**src/sv/pctd_pkg.sv**
```systemverilog
// shared types and constants for the prefix code tree decoder
// used by every module of the block; no dependencies of its own
`default_nettype none

package pctd_pkg;

	localparam int NODE_COUNT_DEF   = 512;
	localparam int MAX_CODE_LEN_DEF = 16;

	localparam int SYM_W    = 8;
	localparam int CODE_W   = 16;
	localparam int LENIN_W  = 5;
	localparam int LEN_W    = 6;   // holds the saturated length, at most 31
	localparam int STATUS_W = 2;

	localparam int QUEUE_DEPTH = 2;

	localparam logic OP_INSERT = 1'b0;
	localparam logic OP_DECODE = 1'b1;

	localparam logic [STATUS_W-1:0] ST_OK       = 2'd0;
	localparam logic [STATUS_W-1:0] ST_BAD_PATH = 2'd1;
	localparam logic [STATUS_W-1:0] ST_FULL     = 2'd2;

	// classified item handed from front to back
	typedef struct packed {
		logic              is_decode;
		logic              stream_bit;
		logic [SYM_W-1:0]  sym;
		logic [CODE_W-1:0] code;
		logic [LEN_W-1:0]  len;
	} item_t;

endpackage

`default_nettype wire

```
**src/sv/pctd_queue.sv**
```systemverilog
// short item queue that decouples the front end from the tree engine
// depends on pctd_pkg for the item type
`default_nettype none

module pctd_queue (
	input  wire             clk,
	input  wire             arst_n,
	input  wire             push,
	input  pctd_pkg::item_t wr_item,
	output logic            full,
	input  wire             pop,
	output logic            valid,
	output pctd_pkg::item_t rd_item
);
	import pctd_pkg::*;

	localparam int PW = (QUEUE_DEPTH > 1) ? $clog2(QUEUE_DEPTH) : 1;
	localparam int CW = $clog2(QUEUE_DEPTH + 1);

	item_t          slot_q [QUEUE_DEPTH];
	logic [PW-1:0]  wr_ptr_q;
	logic [PW-1:0]  rd_ptr_q;
	logic [CW-1:0]  count_q;

	assign full    = (count_q == CW'(QUEUE_DEPTH));
	assign valid   = (count_q != '0);
	assign rd_item = slot_q[rd_ptr_q];

	always_ff @(posedge clk or negedge arst_n) begin
		if (!arst_n) begin
			wr_ptr_q <= '0;
			rd_ptr_q <= '0;
			count_q  <= '0;
		end else begin
			if (push) begin
				wr_ptr_q <= (wr_ptr_q == PW'(QUEUE_DEPTH - 1)) ? '0 : wr_ptr_q + 1'b1;
			end
			if (pop) begin
				rd_ptr_q <= (rd_ptr_q == PW'(QUEUE_DEPTH - 1)) ? '0 : rd_ptr_q + 1'b1;
			end
			if (push && !pop) begin
				count_q <= count_q + 1'b1;
			end else if (pop && !push) begin
				count_q <= count_q - 1'b1;
			end
		end
	end

	always_ff @(posedge clk) begin
		if (push) begin
			slot_q[wr_ptr_q] <= wr_item;
		end
	end

endmodule

`default_nettype wire

```
**config.mk**
```make
export PLATFORM = sky130hd
export DESIGN_NAME = pctd_queue
export DESIGN_NICKNAME = d
export VERILOG_FILES = /design/src/sv/pctd_pkg.sv /design/src/sv/pctd_queue.sv
export SDC_FILE = /design/constraint.sdc
export NUM_CORES = 1
export LEC_CHECK = 0
export ABC_CLOCK_PERIOD_IN_PS = 2530
export BUFFER_PORTS_ARGS = -buffer_cell sky130_fd_sc_hd__buf_4
export CAP_MARGIN = 20
export CORE_MARGIN = 2
export CORE_UTILIZATION = 30
export DETAILED_ROUTE_END_ITERATION = 16
export RECOVER_POWER = 100
export SLEW_MARGIN = 20
export SYNTH_ARGS = -nofsm -noshare
export SYNTH_HDL_FRONTEND = slang
export SYNTH_SLANG_ARGS = --single-unit
export TNS_END_PERCENT = 50
```
**constraint.sdc**
```tcl
create_clock -name clk -period 2.53 [get_ports clk]
set_input_delay 0.1265 -clock clk [delete_from_list [all_inputs] [get_ports clk]]
set_output_delay 0.1265 -clock clk [all_outputs]
set_load 0.01 [all_outputs]
```
==> results of run 1 <==
## cell type report
class	count	area [um^2]
repair buffers	109	871
clock buffers	9	124
flip-flops and latches	68	2020
clock inverters	7	146
fillers	777	4870
well taps	108	135
inverters	1	3.75
multi-input cells	43	459
## registers in the layout (all words and copies together) (netlist names)
name / cells
count_q: 2
slot_q: 64
wr_ptr_q: 1
rd_ptr_q: 1
## path summary, 6_finish.rpt
path	to	from	slack (ns)	cells past startpoint
hold reg to reg	count_q[1]	count_q[1]	0.49	1
setup / recovery	rd_item[23]	rd_ptr_q	0.56	3
min in group clk	count_q[1]	count_q[1]	0.49	1
hold / removal	count_q[1]	arst_n	0.15	2
max in group asynchronous	rd_ptr_q	arst_n	2.16	2
setup reg to reg	slot_q[0][31]	wr_ptr_q	0.82	2
## per-layer routing
metal	vias to the layer above	part of all wire (%)	track usage, %	wire [um]
met2	45	48	16.2	2240
met3	9	6.8	4.51	317
met4	0	1.8	5.13	84
met5	-	0	0	0
li1	678	-	-	-
met1	694	43	11.8	2010
## critical path, delay by kind of cell (launching register included)
family                 cells  cell delay (ns)
buffers and inverters      2             0.52
flip-flops                 1             0.59
multiplexers               1             0.39
## through the flow
| stage | hold slack [ns] | total power, mW | instances |
|---|---|---|---|
| after CTS | 0.0922 | 4.18 | 345 |
| final | 0.152 | 3.87 | 345 |
| after floorplan | -0.169 | 2.48 | 116 |
| after global placement | -0.0739 | 2.92 | 294 |
| after detailed placement | -0.0730 | 2.94 | 294 |
| after global routing | 0.151 | 4.07 | 345 |
## power breakdown
group	leakage (nW)	switching [mW]	internal [mW]
clock	0.134	0.424	0.761
sequential	0.646	0.110	1.50
combinational	0.642	0.506	0.563
total	1.42	1.04	2.83
## synthesized netlist by cell type (all sizes together)
master  number
and2         1
buf          4
dfrtp        4
edfxtp      64
ha           1
inv          1
mux2        32
nor2         1
nor2b        2
or2          1
xnor2        1
xor2         4
## logic make-up (layout without fill, tap and decap cells)
family,count (synthesis),after routing,share of synthesized area (%)
xor+xnor,5,5,1.65
fa+ha+maj,1,1,0.472
buf+inv,5,126,2.83
flops,68,68,76.3
mux,32,32,17.7
simple gates,5,5,1.09
==> impl_metrics.tcl, run 1 <==
set metrics [dict create \
    antenna_cells 0 \
    slew_violations 0 \
    hold_buffers 35 \
    grt_start_max_net_pins 18 \
    placed_cell_area_um2 3290 \
    drtIter0Drc 64 \
    period_needed_ns 1.97 \
    drv_cap 0 \
    hold_class "primary input to async pin" \
    fin_skew_ns 0.00546 \
    track_usage_pct 10.2 \
    min_period_over_period_pct 77.7 \
    clkTransAtPathRegs_ns 0.07 \
    critPathSlowestCell "dfrtp_2" \
    nNetsFinal 269 \
    layout.cells.most_common "edfxtp_1" \
    cts_buffer_depth 2 \
    outcome "completed" \
    dr.pass1.iters 4 \
    fmax_mhz 509 \
    synth_top_area_cell "edfxtp_1" \
    place_congestion 0.616 \
    relSlewSlack_pct 32.4 \
    rows 34 \
    drive_above_1_share_pct 36.7 \
    yosysTopAreaCellShare_pct 72.5 \
    crit_type "register to primary output" \
    fin_setup_tns_ns 0 \
    cp_max_fo 16 \
    final_cell_mix "edfxtp_1 (64), dlygate4sd3_1 (35), buf_4 (31), clkbuf_4 (29), mux2_1 (26)" \
    htree_levels 3 \
    cts_tree "built" \
    syn_to_final_growth_pct 41.9 \
    p_per_area_nw_per_um2 1030 \
    crit_arrival_ns 1.84 \
    worst_slack_ns 0.564 \
    hpwlAfterDp_mm 3.04 \
    cp-start-kind "register" \
    post_cts_buffers 0 \
    ys_types 14 \
    hold_viol_final 0 \
    syn_nets 153 \
    grt_pass1_wl_mm 7.20 \
    critPathMaxStageDelay_ns 0.59 \
    syn_area_per_cell_um2 22.9 \
    io_pins 70 \
    final_util_pct 43.6 \
    drt-total-wl_mm 4.65 \
    start_util_pct 30.7 \
    power.leakage_nw 1.42 \
    die_w_um 98.0 \
    synth_area_um2 2650 \
    postRouteAntennaNets 0 \
    setup_viol 0 \
    cts_root_buf "clkbuf_8" \
    ys_seq_area_share_pct 76.3 \
    required_ns 2.40 \
    pre_cts_ws_ns 0.939 \
    port_buffers 69 \
    fp.dieH_um 98.0 \
    max_slew.worst_pin.slew_ns 1.01 \
    core_um2 8640 \
    post_cts_resized 0 \
    grt_overflow 0 \
    cts.sinks 68 \
    peakVddDrop_v 0.000458 \
    ys_ff_latch 68 \
    tritoncts.num_buffers 9 \
    end_kind "primary output" \
    antenna_found_initial 0 \
    rsz0062_at_grt "false" \
    synth-warning-count 0 \
    avgViaCountPerCell 4.13 \
    clock_latency_ns 0.34 \
    path_cells "clkbuf_2 -> mux2_1 -> buf_4" \
    synthTopCellsByArea "edfxtp_1 (72%), mux2_4 (16%), dfrtp_1 (3.8%)" \
    postSynthCellCount 116 \
    vias 1426 \
    design.die.area_um2 9610 \
    route.detailed.drc 0 \
    fin_area_um2 3760 \
    grt_pass1_vias 1506 \
    wl_per_cell_um 13.5 \
]
(Power assumes the default switching activity.)
==> run 2: changes to the inputs <==
--- a/config.mk
+++ b/config.mk
@@ -5,7 +5,7 @@
 export SDC_FILE = /design/constraint.sdc
 export NUM_CORES = 1
 export LEC_CHECK = 0
-export ABC_CLOCK_PERIOD_IN_PS = 2530
+export ABC_CLOCK_PERIOD_IN_PS = 1830
 export BUFFER_PORTS_ARGS = -buffer_cell sky130_fd_sc_hd__buf_4
 export CAP_MARGIN = 20
 export CORE_MARGIN = 2
==> constraint.sdc (replaced) <==
create_clock -name clk -period 1.83 [get_ports clk]
set_input_delay 0.0915 -clock clk [delete_from_list [all_inputs] [get_ports clk]]
set_output_delay 0.0915 -clock clk [all_outputs]
set_load 0.01 [all_outputs]
==> run 2 against run 1 <==
Against the previous run: clock skew is 0.0015 ns lower; clock power is 24% higher; worst setup slack worse by 0.42 ns; via count is 1.3% lower; critical path type unchanged; critical endpoint is now rd_item[28].
==> impl_metrics.tcl, run 2 (synthesized netlist as in run 1, its figures left out) <==
set metrics [dict create \
    clock_power_share_pct 27.3 \
    stdcell_count 345 \
    drv_cap 0 \
    path_cells "buf_6 -> mux2_4 -> buf_4" \
    worst_slack_ns 0.145 \
    cts_root_buf "clkbuf_8" \
    rr_worst_depth 2 \
    cp-start-kind "register" \
    reg2reg_to "slot_q[0][23]" \
    cts_tree "built" \
    rsz0062_at_grt "false" \
    dr.pass1.iters 3 \
    min_period_over_period_pct 92.1 \
    netSwitchingPower_mw 1.43 \
    seq_area_um2 2020 \
    wl_met3_um 194 \
    grt_pass1_vias 1458 \
    antenna_cells 0 \
    grt_pass1_wl_mm 7.05 \
    place_congestion 0.640 \
    layout.cells.most_common "edfxtp_1" \
    antenna_found_initial 0 \
    crit_type "register to primary output" \
    hold_viol_final 0 \
    reg2reg_from "wr_ptr_q" \
    hold_class "primary input to async pin" \
    die_w_um 98.0 \
    setup_viol 0 \
    final_cell_mix "edfxtp_1 (64), dlygate4sd3_1 (35), clkbuf_4 (28), buf_4 (28), mux2_4 (17)" \
    cts.sinks 68 \
    cp_max_fo 16 \
    core_um2 8640 \
    p_per_area_nw_per_um2 1410 \
    rows 34 \
    critPathMaxStageDelay_ns 0.51 \
    track_usage_pct 9.84 \
    placed_cells 294 \
    grt_overflow 0 \
    max_slew.worst_pin.slew_ns 0.655 \
    tritoncts.num_buffers 9 \
    wl_met1_mm 1.99 \
    top_regs "slot_q (64), count_q (2)" \
    multi_input_area_um2 512 \
    largest-register "slot_q" \
    drive_above_1_share_pct 41.4 \
    hpwlAfterDp_mm 3.05 \
    final_util_pct 43.9 \
    grt_start_max_net_pins 25 \
    internal-power_mw 3.91 \
    clkTransAtPathRegs_ns 0.07 \
    avgViaCountPerCell 4.08 \
    htree_levels 3 \
    port_buffers 69 \
    fmax_mhz 594 \
    crit_arrival_ns 1.59 \
    r2r_setup_slack_ns 0.35 \
    slew_violations 0 \
    p_total_mw 5.34 \
    crit_path_end "rd_item[28]" \
    start_util_pct 30.7 \
    period_needed_ns 1.68 \
    fillers 800 \
    sw_frac_of_total_pct 26.8 \
    p_comb_share_pct 31.3 \
    startpoint "rd_ptr_q" \
    fp.dieH_um 98.0 \
    fin_skew_ns 0.00392 \
    postRouteAntennaNets 0 \
    drt-total-wl_mm 4.59 \
    post_cts_resized 0 \
    clock_latency_ns 0.33 \
    critPathSlowestCell "dfrtp_2" \
    io_pins 70 \
    relSlewSlack_pct 56.4 \
    power.leakage_nw 1.45 \
    design.die.area_um2 9610 \
    wl_per_cell_um 13.3 \
    syn_to_final_growth_pct 43.1 \
    seq_power_share_pct 41.4 \
    route.detailed.drc 0 \
    outcome "completed" \
    largest_register_ffs 64 \
    fin_setup_tns_ns 0 \
    cts_buffer_depth 2 \
    peakVddDrop_v 0.000489 \
    placed_cell_area_um2 3320 \
    drtIter0Drc 18 \
    worst-path-buf-inv 2 \
    whs_ns 0.126 \
    critical-path-top-delay-family "flip-flops" \
    pre_cts_ws_ns 0.488 \
    top_layer_used "met4" \
    required_ns 1.74 \
    nNetsFinal 269 \
    vias 1408 \
    fin_area_um2 3790 \
    end_kind "primary output" \
    path_depth 3 \
    dr_wl_met2_mm 2.27 \
]
==> run 2: changes by cell type in the layout (fill, tap and decap cells not counted) <==
cell	before	now
buf_12	1	2
clkinv_4	2	0
mux2_4	3	17
clkbuf_4	29	28
buf_4	31	28
inv_6	1	0
clkinvlp_4	0	3
mux2_1	26	12
buf_6	0	1
clkbuf_1	12	15
bufinv_16	4	3
==> run 2: power by group through the flow <==
stage                     combinational, mW  sequential [mW]  clock, mW
after floorplan                        1.24             2.19          0
after global placement                 1.86             2.25          0
after detailed placement               1.86             2.26          0
after CTS                              1.93             2.23       1.50
after global routing                   1.79             2.24       1.57
final                                  1.67             2.21       1.46
==> run 2: layer usage <==
metal	vias up	GRT usage, %
li1	676	-
met1	678	11.5
met2	43	16.0
met3	11	2.22
met4	0	7.05
met5	-	0
==> run 2: worst min-delay path by stage <==
stage	end	slack, ns	cells after the start
final	wr_ptr_q	0.13	2
after floorplan	count_q[0]	-0.20	0
after detailed placement	wr_ptr_q	-0.10	1
after CTS	count_q[0]	0.06	2
after global placement	count_q[1]	-0.11	1
after global routing	wr_ptr_q	0.15	2
==> run 2: layout make-up <==
type	count	area share (%)
sequential	68	53.3
tap	108	3.56
inverter	1	0.0989
timing repair buffer	109	23.2
clock buffer	10	3.36
multi-input combinational	43	13.5
clock inverter	6	2.97
==> run 2: timing repair <==
item | 4_1_cts | 5_1_grt
hold endpoints to repair | 70 | 0
hold buffers | 35 | 0
buffers inserted | 0 | 0
==> run 2: worst reg2reg max path, stage by stage, from the launching register on <==
cell and delay (ns):
dfrtp_1 0.41, nor2b_2 0.50, buf_12 0.26
