==> src/sv/pctd_pkg.sv <==
// shared types and constants for the prefix code tree decoder
// used by every module of the block; no dependencies of its own
`default_nettype none

package pctd_pkg;

	localparam int NODE_COUNT_DEF   = 512;
	localparam int MAX_CODE_LEN_DEF = 16;

	localparam int SYM_W    = 8;
	localparam int CODE_W   = 16;
	localparam int LENIN_W  = 5;
	localparam int LEN_W    = 6;   // holds the saturated length, at most 31
	localparam int STATUS_W = 2;

	localparam int QUEUE_DEPTH = 2;

	localparam logic OP_INSERT = 1'b0;
	localparam logic OP_DECODE = 1'b1;

	localparam logic [STATUS_W-1:0] ST_OK       = 2'd0;
	localparam logic [STATUS_W-1:0] ST_BAD_PATH = 2'd1;
	localparam logic [STATUS_W-1:0] ST_FULL     = 2'd2;

	// classified item handed from front to back
	typedef struct packed {
		logic              is_decode;
		logic              stream_bit;
		logic [SYM_W-1:0]  sym;
		logic [CODE_W-1:0] code;
		logic [LEN_W-1:0]  len;
	} item_t;

endpackage

`default_nettype wire

==> src/sv/pctd_front.sv <==
// front end: takes items from the input queue interface, classifies them
// and saturates the code length; depends on pctd_pkg
`default_nettype none

module pctd_front #(
	parameter int MAX_CODE_LEN = pctd_pkg::MAX_CODE_LEN_DEF
) (
	input  wire                        clk,
	input  wire                        arst_n,
	input  wire                        in_take,
	input  wire                        opcode,
	input  wire [pctd_pkg::SYM_W-1:0]  symbol_byte,
	input  wire [pctd_pkg::CODE_W-1:0] code_bits,
	input  wire [pctd_pkg::LENIN_W-1:0] code_length,
	input  wire                        stream_bit,
	output logic                       ready,
	input  wire                        q_full,
	output logic                       q_push,
	output pctd_pkg::item_t            q_item
);
	import pctd_pkg::*;

	logic  valid_s1;
	item_t item_s1;
	item_t cls;

	always_comb begin
		cls.is_decode  = (opcode == OP_DECODE);
		cls.stream_bit = stream_bit;
		cls.sym        = symbol_byte;
		cls.code       = code_bits;
		// lengths past the maximum are clamped
		if (32'(code_length) > MAX_CODE_LEN)
			cls.len = LEN_W'(MAX_CODE_LEN);
		else
			cls.len = LEN_W'(code_length);
	end

	assign q_push = valid_s1 && !q_full;
	assign ready  = !valid_s1 || !q_full;
	assign q_item = item_s1;

	always_ff @(posedge clk or negedge arst_n) begin
		if (!arst_n) begin
			valid_s1 <= 1'b0;
		end else if (in_take) begin
			valid_s1 <= 1'b1;
		end else if (q_push) begin
			valid_s1 <= 1'b0;
		end
	end

	always_ff @(posedge clk) begin
		if (in_take) begin
			item_s1 <= cls;
		end
	end

endmodule

`default_nettype wire

==> config.mk <==
export PLATFORM = sky130hd
export DESIGN_NAME = pctd_front
export DESIGN_NICKNAME = d
export VERILOG_FILES = /design/src/sv/pctd_pkg.sv /design/src/sv/pctd_front.sv
export SDC_FILE = /design/constraint.sdc
export NUM_CORES = 1
export LEC_CHECK = 0
export BUFFER_PORTS_ARGS = -buffer_cell sky130_fd_sc_hd__buf_2
export CORE_AREA = 4 4 56 58
export CTS_CLUSTER_DIAMETER = 30
export DETAILED_ROUTE_END_ITERATION = 10
export DIE_AREA = 0 0 60 62
export GPL_TIMING_DRIVEN = 0
export PLACE_DENSITY = 0.8
export SETUP_SLACK_MARGIN = 0.2
export SLEW_MARGIN = 20
export SYNTH_ARGS = -nofsm -noshare
export SYNTH_HDL_FRONTEND = slang
export SYNTH_SLANG_ARGS = --single-unit
==> constraint.sdc <==
create_clock -name clk -period 0.8 [get_ports clk]
set_input_delay 0.08 -clock clk [delete_from_list [all_inputs] [get_ports clk]]
set_output_delay 0.08 -clock clk [all_outputs]
set_load 0.01 [all_outputs]
==> impl_metrics.env, run 1 <==
export IMPL_path_cells="nor2b_4 -> buf_6"
export IMPL_clockBufferDepth=2
export IMPL_root_buffer="clkbuf_4"
export IMPL_ys_seq_area_frac=0.9432
export IMPL_core_area_um2=2663
export IMPL_netlist_instances=42
export IMPL_worstPathArrival_ps=950
export IMPL_synth_edf_count=31
export IMPL_grt_max_degree=33
export IMPL_ant_nets=0
export IMPL_power_switching_w=0.0007271
export IMPL_die_w_um=60
export IMPL_finalSetupViolCount=33
export IMPL_dp_slack_ps=-217.1
export IMPL_route_detailed_drc=0
export IMPL_period_share=1.293
export IMPL_fmax_ghz=0.9669
export IMPL_die_area_um2=3720
export IMPL_cp_end_kind="primary output"
export IMPL_swShare=0.2248
export IMPL_vias_per_cell=4.277
export IMPL_rsz0062_at_grt="yes"
export IMPL_pwr_share_comb=0.120
export IMPL_clkSlewWorstSetupHoldPaths_ps=90
export IMPL_async_flop_share=0.03125
export IMPL_wl_um=2088
export IMPL_synth_top_flop_cell="edfxtp_1"
export IMPL_start_util=0.3806
export IMPL_drive_gt1_frac=0.6016
export IMPL_slowest_stage="dfrtp_1"
export IMPL_max_vdd_ir_drop_mv=1.331
export IMPL_cp_required_ps=720
export IMPL_synth_top_area_cell="edfxtp_1"
export IMPL_ios=69
export IMPL_violations="hold timing, setup timing"
export IMPL_power_w=0.003234
export IMPL_groute_usage_overall=0.1072
export IMPL_cap_violations=0
export IMPL_clkPwrFrac=0.257
export IMPL_worstSkewPairLatency_ps=310
export IMPL_fin_crit_ps=1034
export IMPL_skew_ps=0
export IMPL_critPathLaunchType="flip-flop"
export IMPL_grt_antenna_before_repair=0
export IMPL_synth_area_um2=1013
export IMPL_final_net_count=162
export IMPL_tritoncts="yes"
export IMPL_grt_pass1_vias=620
export IMPL_status="complete, but fails checks"
export IMPL_path_class="flip-flop to primary output"
export IMPL_max_stage_delay_ps=400
export IMPL_whs_ps=-67.33
export IMPL_slew_viol_final=0
export IMPL_synth_common_cells="edfxtp_1, nor2b_1"
export IMPL_synth_fp_nets=77
export IMPL_routabilityCongestion=0.6339
export IMPL_synthTopCellsByArea="edfxtp_1, nor2b_1, dfrtp_1, a21o_1, buf_4"
export IMPL_power_internal_w=0.002507
export IMPL_cts_sinks=32
export IMPL_power_density_nw_per_um2=2061
export IMPL_synth_cell_types=8
export IMPL_grt_pass1_wl_um=2670
export IMPL_grt_overflow=0
export IMPL_yosysWarnings=0
export IMPL_numCtsBuffers=5
export IMPL_leakage_nw=0.6962
export IMPL_fp_dieH_um=62
export IMPL_fin_ws_ps=-234.3
export IMPL_diodes=0
export IMPL_power_frac_seq=0.622
export IMPL_setup_tns_ps=-3921
export IMPL_syn_avg_cell_area_um2=24.13
export IMPL_path_max_fanout=3
export IMPL_synth_most_common_cell="edfxtp_1"
export IMPL_routedWlPerCell_um=13.13
export IMPL_vias=680
export IMPL_h_tree_depth=2
export IMPL_hold_violations=17
export IMPL_dr_pass1_iters=2
export IMPL_io_buffers=67
export IMPL_drtIter0Drc=9
export IMPL_rows=19
export IMPL_area_growth_pct=54.81
export IMPL_netlist_area_leader_share=0.9185
export IMPL_ys_seq_elements=32
export IMPL_holdCritPathClass="input pin to flip-flop"
power by group through the flow:
stage / sequential (W) / clock (W) / combinational, W
final: 0.00201 / 0.000832 / 0.000389
after global routing: 0.00203 / 0.000963 / 0.000421
after CTS: 0.00201 / 0.000888 / 0.000356
after detailed placement: 0.00205 / 0 / 0.000337
after global placement: 0.00204 / 0 / 0.000330
after floorplan: 0.00213 / 0 / 0.0000254
cell usage in the layout, fill, tap and decap left out, drive strengths merged:
master,netlist,final
clkinv,0,3
edfxtp,31,31
a21o,1,1
buf,1,69
dfrtp,1,1
clkbuf,1,6
nand2,1,1
conb,1,1
dlygate4sd3,0,10
nor2b,5,5
worst max-delay path, delay by kind of cell, from the launching register on:
| family | cells | cell delay (ps) |
|---|---|---|
| DFF | 1 | 400 |
| and+or+nand+nor | 1 | 130 |
| buffers and inverters | 1 | 110 |
metrics by stage:
stage	area, um2	hold slack, ps	std cells	utilization
floorplan	1016	-215.6	42	-
global placement	1390	-145.9	140	0.5221
finish	1569	-67.33	159	0.5893
global route	1569	-96.53	159	0.5893
CTS	1473	-90.00	150	0.5531
detailed placement	1390	-142.4	140	0.5221
cells by family after synthesis:
group | Yosys count | share of synthesized area
flops | 32 | 0.9432
simple gates | 6 | 0.03456
buf+inv | 2 | 0.01111
compound gates | 1 | 0.007410
other cells | 1 | 0.003700
cell type report:
type | instances | area [um2]
clock inverter | 3 | 13.76
tap | 31 | 38.79
buffer | 2 | 11.26
multi-input combinational | 8 | 53.80
fill | 222 | 1094
sequential | 32 | 955.9
clock buffer | 5 | 37.54
timing repair buffer | 78 | 457.9
repair_timing:
item | CTS | global route
resized for setup | 3 | 1
endpoints found under the setup margin | 65 | 34
hold endpoints to repair | 27 | 26
buffers inserted | 1 | 0
hold buffers | 1 | 9
final timing paths:
check / start / to / slack, ps / cells after the start
worst min-delay path: code_bits[13] / q_item[19]$_DFFE_PP_ / -70 / 1
worst min register to register: valid_s1$_DFFE_PN0P_ / valid_s1$_DFFE_PN0P_ / 600 / 2
worst max-delay path: valid_s1$_DFFE_PN0P_ / q_push / -230 / 2
min in group asynchronous: arst_n / valid_s1$_DFFE_PN0P_ / 80 / 2
max in group asynchronous: arst_n / valid_s1$_DFFE_PN0P_ / 640 / 2
worst max register to register: valid_s1$_DFFE_PN0P_ / valid_s1$_DFFE_PN0P_ / 20 / 2
registers in the layout, indices dropped and copies added (netlist names):
| name | flops |
|---|---|
| q_item | 31 |
| valid_s1 | 1 |
layer usage:
layer	track usage	vias to the layer above	wire (um)
li1	-	326	-
met1	0.09743	312	636
met2	0.1867	40	1171
met3	0.05785	2	268
met4	0.06646	0	12
met5	0	-	0
No activity file was read; power rests on OpenSTA's default activity.
==> run 2, diff against run 1 <==
--- a/config.mk
+++ b/config.mk
@@ -6,4 +6,5 @@
 export NUM_CORES = 1
 export LEC_CHECK = 0
+export ABC_AREA = 1
 export BUFFER_PORTS_ARGS = -buffer_cell sky130_fd_sc_hd__buf_2
 export CORE_AREA = 4 4 56 58
@@ -12,5 +13,5 @@
 export DIE_AREA = 0 0 60 62
 export GPL_TIMING_DRIVEN = 0
-export PLACE_DENSITY = 0.8
+export PLACE_DENSITY = 0.81
 export SETUP_SLACK_MARGIN = 0.2
 export SLEW_MARGIN = 20
==> constraint.sdc (replaced) <==
create_clock -name clk -period 0.8 [get_ports clk]
set_input_delay 0.08 -clock clk [delete_from_list [all_inputs] [get_ports clk]]
set_output_delay 0.08 -clock clk [all_outputs]
set_load 0.05 [all_outputs]
==> impl_metrics.env, run 2 <==
export IMPL_clockBufferDepth=2
export IMPL_ys_seq_area_frac=0.9227
export IMPL_worst_r2r_cell_count=2
export IMPL_cp_required_ps=720
export IMPL_grt_overflow=0
export IMPL_drive_gt1_frac=0.6063
export IMPL_yosysWarnings=0
export IMPL_area_growth_pct=66.30
export IMPL_finalSetupViolCount=33
export IMPL_worstReg2RegStart="valid_s1$_DFFE_PN0P_"
export IMPL_whs_ps=-72.14
export IMPL_path_class="flip-flop to primary output"
export IMPL_io_buffers=67
export IMPL_layout_common_cells="buf_2, buf_6, edfxtp_1"
export IMPL_critPathLaunchType="flip-flop"
export IMPL_power_density_nw_per_um2=2386
export IMPL_hpwl_um=1585
export IMPL_synth_fp_nets=86
export IMPL_final_common_cell="buf_2"
export IMPL_routabilityCongestion=0.6879
export IMPL_vias=683
export IMPL_syn_avg_cell_area_um2=20.31
export IMPL_grt_pass1_wl_um=2973
export IMPL_ant_nets=0
export IMPL_r2r_setup_slack_ps=150
export IMPL_period_share=1.366
export IMPL_root_buffer="clkbuf_4"
export IMPL_power_switching_w=0.001161
export IMPL_synthTopCellsByArea="edfxtp_1, dfrtp_1, inv_1, a21oi_1, nand2_1"
export IMPL_skew_ps=0
export IMPL_rsz0062_at_grt="yes"
export IMPL_swShare=0.2825
export IMPL_cts_sinks=32
export IMPL_diodes=0
export IMPL_max_vdd_ir_drop_mv=1.687
export IMPL_worstSkewPairLatency_ps=310
export IMPL_drtIter0Drc=10
export IMPL_reg2reg_to="valid_s1$_DFFE_PN0P_"
export IMPL_cap_violations=0
export IMPL_holdCritPathClass="input pin to flip-flop"
export IMPL_grt_pass1_vias=704
export IMPL_final_net_count=161
export IMPL_route_detailed_drc=0
export IMPL_start_util=0.3891
export IMPL_synth_cell_types=9
export IMPL_clkSlewWorstSetupHoldPaths_ps=100
export IMPL_cts_hold_buf=1
export IMPL_dp_slack_ps=-222.7
export IMPL_netlist_area_leader_share=0.8986
export IMPL_clkPwrFrac=0.276
export IMPL_ys_seq_elements=32
export IMPL_dr_pass1_iters=2
export IMPL_rows=19
export IMPL_slowest_stage="dfrtp_1"
export IMPL_worstPathArrival_ps=1010
export IMPL_pwr_share_comb=0.226
export IMPL_worstHoldEndpoint="q_item[19]$_DFFE_PP_"
export IMPL_synth_common_cells="edfxtp_1, inv_1, a21oi_1"
export IMPL_n_fill_cell=220
export IMPL_ios=69
export IMPL_power_frac_seq=0.498
export IMPL_synth_edf_count=31
export IMPL_core_area_um2=2663
export IMPL_min_from="code_bits[13]"
export IMPL_largest_register_ffs=31
export IMPL_power_internal_w=0.002949
export IMPL_netlist_instances=51
export IMPL_tritoncts="yes"
export IMPL_numCtsBuffers=5
export IMPL_synth_top_area_cell="edfxtp_1"
export IMPL_hold_violations=26
export IMPL_wl_um=2127
export IMPL_setup_tns_ps=-5285
export IMPL_fin_util=0.6471
export IMPL_die_area_um2=3720
export IMPL_vias_per_cell=4.323
export IMPL_grt_max_degree=33
export IMPL_status="complete, but fails checks"
export IMPL_synth_most_common_cell="edfxtp_1"
export IMPL_fin_crit_ps=1093
export IMPL_fp_dieH_um=62
export IMPL_fin_ws_ps=-293.0
export IMPL_cp_end_kind="primary output"
export IMPL_synth_top_flop_cell="edfxtp_1"
export IMPL_async_flop_share=0.03125
export IMPL_slew_viol_final=0
export IMPL_die_w_um=60
export IMPL_groute_usage_overall=0.1159
export IMPL_fmax_ghz=0.9150
export IMPL_h_tree_depth=2
export IMPL_routedWlPerCell_um=13.46
export IMPL_synth_area_um2=1036
export IMPL_grt_antenna_before_repair=0
export IMPL_max_stage_delay_ps=410
export IMPL_path_max_fanout=2
export IMPL_min_path_cells=1
export IMPL_violations="hold timing, setup timing"
export IMPL_leakage_nw=0.7588
export IMPL_path_cells="inv_2 -> nor2_4 -> buf_6"
[run 2: cell type report]
| class | count | area (um2) | share of cell area |
|---|---|---|---|
| Sequential cell | 32 | 955.9 | 0.5548 |
| Timing Repair Buffer | 68 | 558.0 | 0.3239 |
| Multi-Input combinational cell | 11 | 61.31 | 0.03558 |
| Tap cell | 31 | 38.79 | 0.02251 |
| Clock buffer | 5 | 37.54 | 0.02179 |
| Clock inverter | 3 | 37.54 | 0.02179 |
| Inverter | 6 | 22.52 | 0.01307 |
| Buffer | 2 | 11.26 | 0.006536 |
[run 2: timing repair]
action / CTS / global route
setup buffers: 0 / 0
endpoints found under the setup margin: 65 / 34
gates resized for setup: 69 / 0
hold endpoints to repair: 27 / 26
cloned: 0 / 0
[run 2: worst max-delay path by stage]
stage                               startpoint              endpoint  slack, ps  cells after the start
after floorplan           valid_s1$_DFFE_PN0P_                q_push         20                      2
after global placement                 in_take  q_item[18]$_DFFE_PP_       -180                      1
after detailed placement               in_take  q_item[15]$_DFFE_PP_       -220                      1
after CTS                 valid_s1$_DFFE_PN0P_                q_push       -320                      3
after global routing      valid_s1$_DFFE_PN0P_                q_push       -360                      3
final                     valid_s1$_DFFE_PN0P_                q_push       -290                      3
[run 2: kinds of logic after synthesis]
kind of cell	count (synthesis)	share of synthesized area
AND/OR/NAND/NOR	6	0.02174
other	1	0.003620
AO/OA/AOI/OAI	4	0.01932
flip-flops	32	0.9227
buffers and inverters	8	0.03261
[run 2: worst max-delay path, delay by kind of cell (launching register included)]
kind          cells  cell delay [ps]
buf+inv           2              220
flops             1              410
simple gates      1               80
[run 2: power groups by stage]
stage          Combinational, W  Sequential [W]  Clock [W]
2_1_floorplan         0.0000665         0.00251          0
3_3_place_gp           0.000757         0.00205          0
3_5_place_dp           0.000766         0.00206          0
4_1_cts                0.000933         0.00205    0.00118
5_1_grt                0.000967         0.00206    0.00126
6_report               0.000929         0.00205    0.00114
[run 2: per-stage QoR]
stage | cell area, um2 | total power [W] | hold WS, ps | cells
2_1_floorplan | 1051 | 0.002580 | -215.6 | 51
3_3_place_gp | 1425 | 0.002805 | -143.9 | 149
3_5_place_dp | 1425 | 0.002822 | -142.7 | 149
4_1_cts | 1723 | 0.004168 | -86.96 | 158
5_1_grt | 1723 | 0.004283 | -103.1 | 158
6_report | 1723 | 0.004110 | -72.14 | 158
[run 2: layer usage]
layer | GRT usage | routed length (um)
met5 | 0 | 0
met4 | 0.03797 | 27
met3 | 0.06405 | 259
met2 | 0.2253 | 1183
met1 | 0.09838 | 656
==> run 3, diff against run 2 <==
Settings changed: MAX_ROUTING_LAYER set to met4.
==> impl_metrics.env, run 3 (synthesis gave the netlist of run 2 again) <==
export IMPL_dr_wl_met3_um=256
export IMPL_grt_pass1_vias=704
export IMPL_n_fill_cell=220
export IMPL_period_share=1.366
export IMPL_routabilityCongestion=0.6951
export IMPL_worst_r2r_cell_count=2
export IMPL_finalSetupViolCount=33
export IMPL_max_vdd_ir_drop_mv=1.683
export IMPL_violations="hold timing, setup timing"
export IMPL_start_util=0.3891
export IMPL_vias=685
export IMPL_layout_common_cells="buf_2, buf_6, edfxtp_1"
export IMPL_cts_sinks=32
export IMPL_hold_violations=26
export IMPL_grt_antenna_before_repair=0
export IMPL_drtIter0Drc=8
export IMPL_fin_ws_ps=-293.0
export IMPL_power_density_nw_per_um2=2387
export IMPL_fin_crit_ps=1093
export IMPL_cp_end_kind="primary output"
export IMPL_final_common_cell="buf_2"
export IMPL_rows=19
export IMPL_reg2reg_to="valid_s1$_DFFE_PN0P_"
export IMPL_area_growth_pct=66.30
export IMPL_path_max_fanout=2
export IMPL_status="complete, but fails checks"
export IMPL_r2r_setup_slack_ps=150
export IMPL_placed_area_um2=1425
export IMPL_multi_input_area_um2=61.31
export IMPL_slew_viol_final=0
export IMPL_cp_required_ps=720
export IMPL_ios=69
export IMPL_core_area_um2=2663
export IMPL_worstSkewPairLatency_ps=310
export IMPL_path_class="flip-flop to primary output"
export IMPL_drive_gt1_frac=0.6063
export IMPL_cts_hold_buf=1
export IMPL_fin_area_um2=1723
export IMPL_wl_um=2107
export IMPL_seq_area_um2=955.9
export IMPL_worstPathArrival_ps=1010
export IMPL_ant_nets=0
export IMPL_dp_slack_ps=-222.7
export IMPL_fp_dieH_um=62
export IMPL_post_cts_buffers=0
export IMPL_skew_ps=0
export IMPL_fmax_ghz=0.9149
export IMPL_critPathLaunchType="flip-flop"
export IMPL_worstReg2RegStart="valid_s1$_DFFE_PN0P_"
export IMPL_cap_violations=0
export IMPL_h_tree_depth=2
export IMPL_min_from="code_bits[13]"
export IMPL_holdCritPathClass="input pin to flip-flop"
export IMPL_routedWlPerCell_um=13.34
export IMPL_largest_register_ffs=31
export IMPL_wl_met1_um=632
export IMPL_groute_usage_overall=0.1196
export IMPL_die_w_um=60
export IMPL_root_buffer="clkbuf_4"
export IMPL_hpwl_um=1585
export IMPL_wl_met2_um=1191
export IMPL_final_net_count=161
export IMPL_setup_tns_ps=-5312
export IMPL_worstHoldEndpoint="q_item[19]$_DFFE_PP_"
export IMPL_leakage_nw=0.7588
export IMPL_min_path_cells=1
export IMPL_grt_pass1_wl_um=2973
export IMPL_top_layer_used="met4"
export IMPL_tritoncts="yes"
export IMPL_die_area_um2=3720
export IMPL_clockBufferDepth=2
export IMPL_grt_max_degree=33
export IMPL_dr_pass1_iters=4
export IMPL_route_detailed_drc=0
export IMPL_diodes=0
export IMPL_clkSlewWorstSetupHoldPaths_ps=100
export IMPL_vias_per_cell=4.335
export IMPL_fin_util=0.6471
export IMPL_rsz0062_at_grt="yes"
export IMPL_whs_ps=-72.57
export IMPL_numCtsBuffers=5
export IMPL_grt_overflow=0
export IMPL_io_buffers=67
-- run 3: worst max path at each step --
stage                                    start              endpoint  slack (ps)  depth (start not counted)
after floorplan           valid_s1$_DFFE_PN0P_                q_push          20                          2
after global placement                 in_take  q_item[18]$_DFFE_PP_        -180                          1
after detailed placement               in_take  q_item[15]$_DFFE_PP_        -220                          1
after CTS                 valid_s1$_DFFE_PN0P_                q_push        -320                          3
after global routing      valid_s1$_DFFE_PN0P_                q_push        -360                          3
final                     valid_s1$_DFFE_PN0P_                q_push        -290                          3
-- run 3: where the power goes --
part | switching (W) | total (W) | leakage, nW | internal, W
Sequential | 0.0000594 | 0.00205 | 0.314 | 0.00199
Clock | 0.000499 | 0.00114 | 0.0403 | 0.000638
Combinational | 0.000604 | 0.000930 | 0.405 | 0.000325
Total | 0.00116 | 0.00411 | 0.759 | 0.00295
-- run 3: critical path: stages, from the launching register on --
cell and delay (ps):
dfrtp_1 410, inv_2 60, nor2_4 80, buf_6 160
-- run 3: area by class of cell --
type,instances,share of cell area
tap,31,0.02251
multi-input combinational,11,0.03558
buffer,2,0.006536
timing repair buffer,68,0.3239
sequential,32,0.5548
clock buffer,5,0.02179
inverter,6,0.01307
clock inverter,3,0.02179
-- run 3: repair_timing --
action                                  4_1_cts  5_1_grt
endpoints found under the setup margin       65       34
gates cloned                                  0        0
hold endpoints to repair                     27       26
pin swaps                                     0        0
gates resized for setup                      69        0
-- run 3: layer usage --
| layer | track usage | up-vias |
|---|---|---|
| met5 | - | - |
| met4 | 0.03797 | 0 |
| met3 | 0.05992 | 3 |
| met2 | 0.2253 | 44 |
| met1 | 0.1011 | 308 |
| li1 | - | 330 |
-- run 3: stage by stage --
stage | std cells | total power [W]
after floorplan | 51 | 0.002580
after global placement | 149 | 0.002805
after detailed placement | 149 | 0.002822
after CTS | 158 | 0.004168
after global routing | 158 | 0.004283
final | 158 | 0.004112
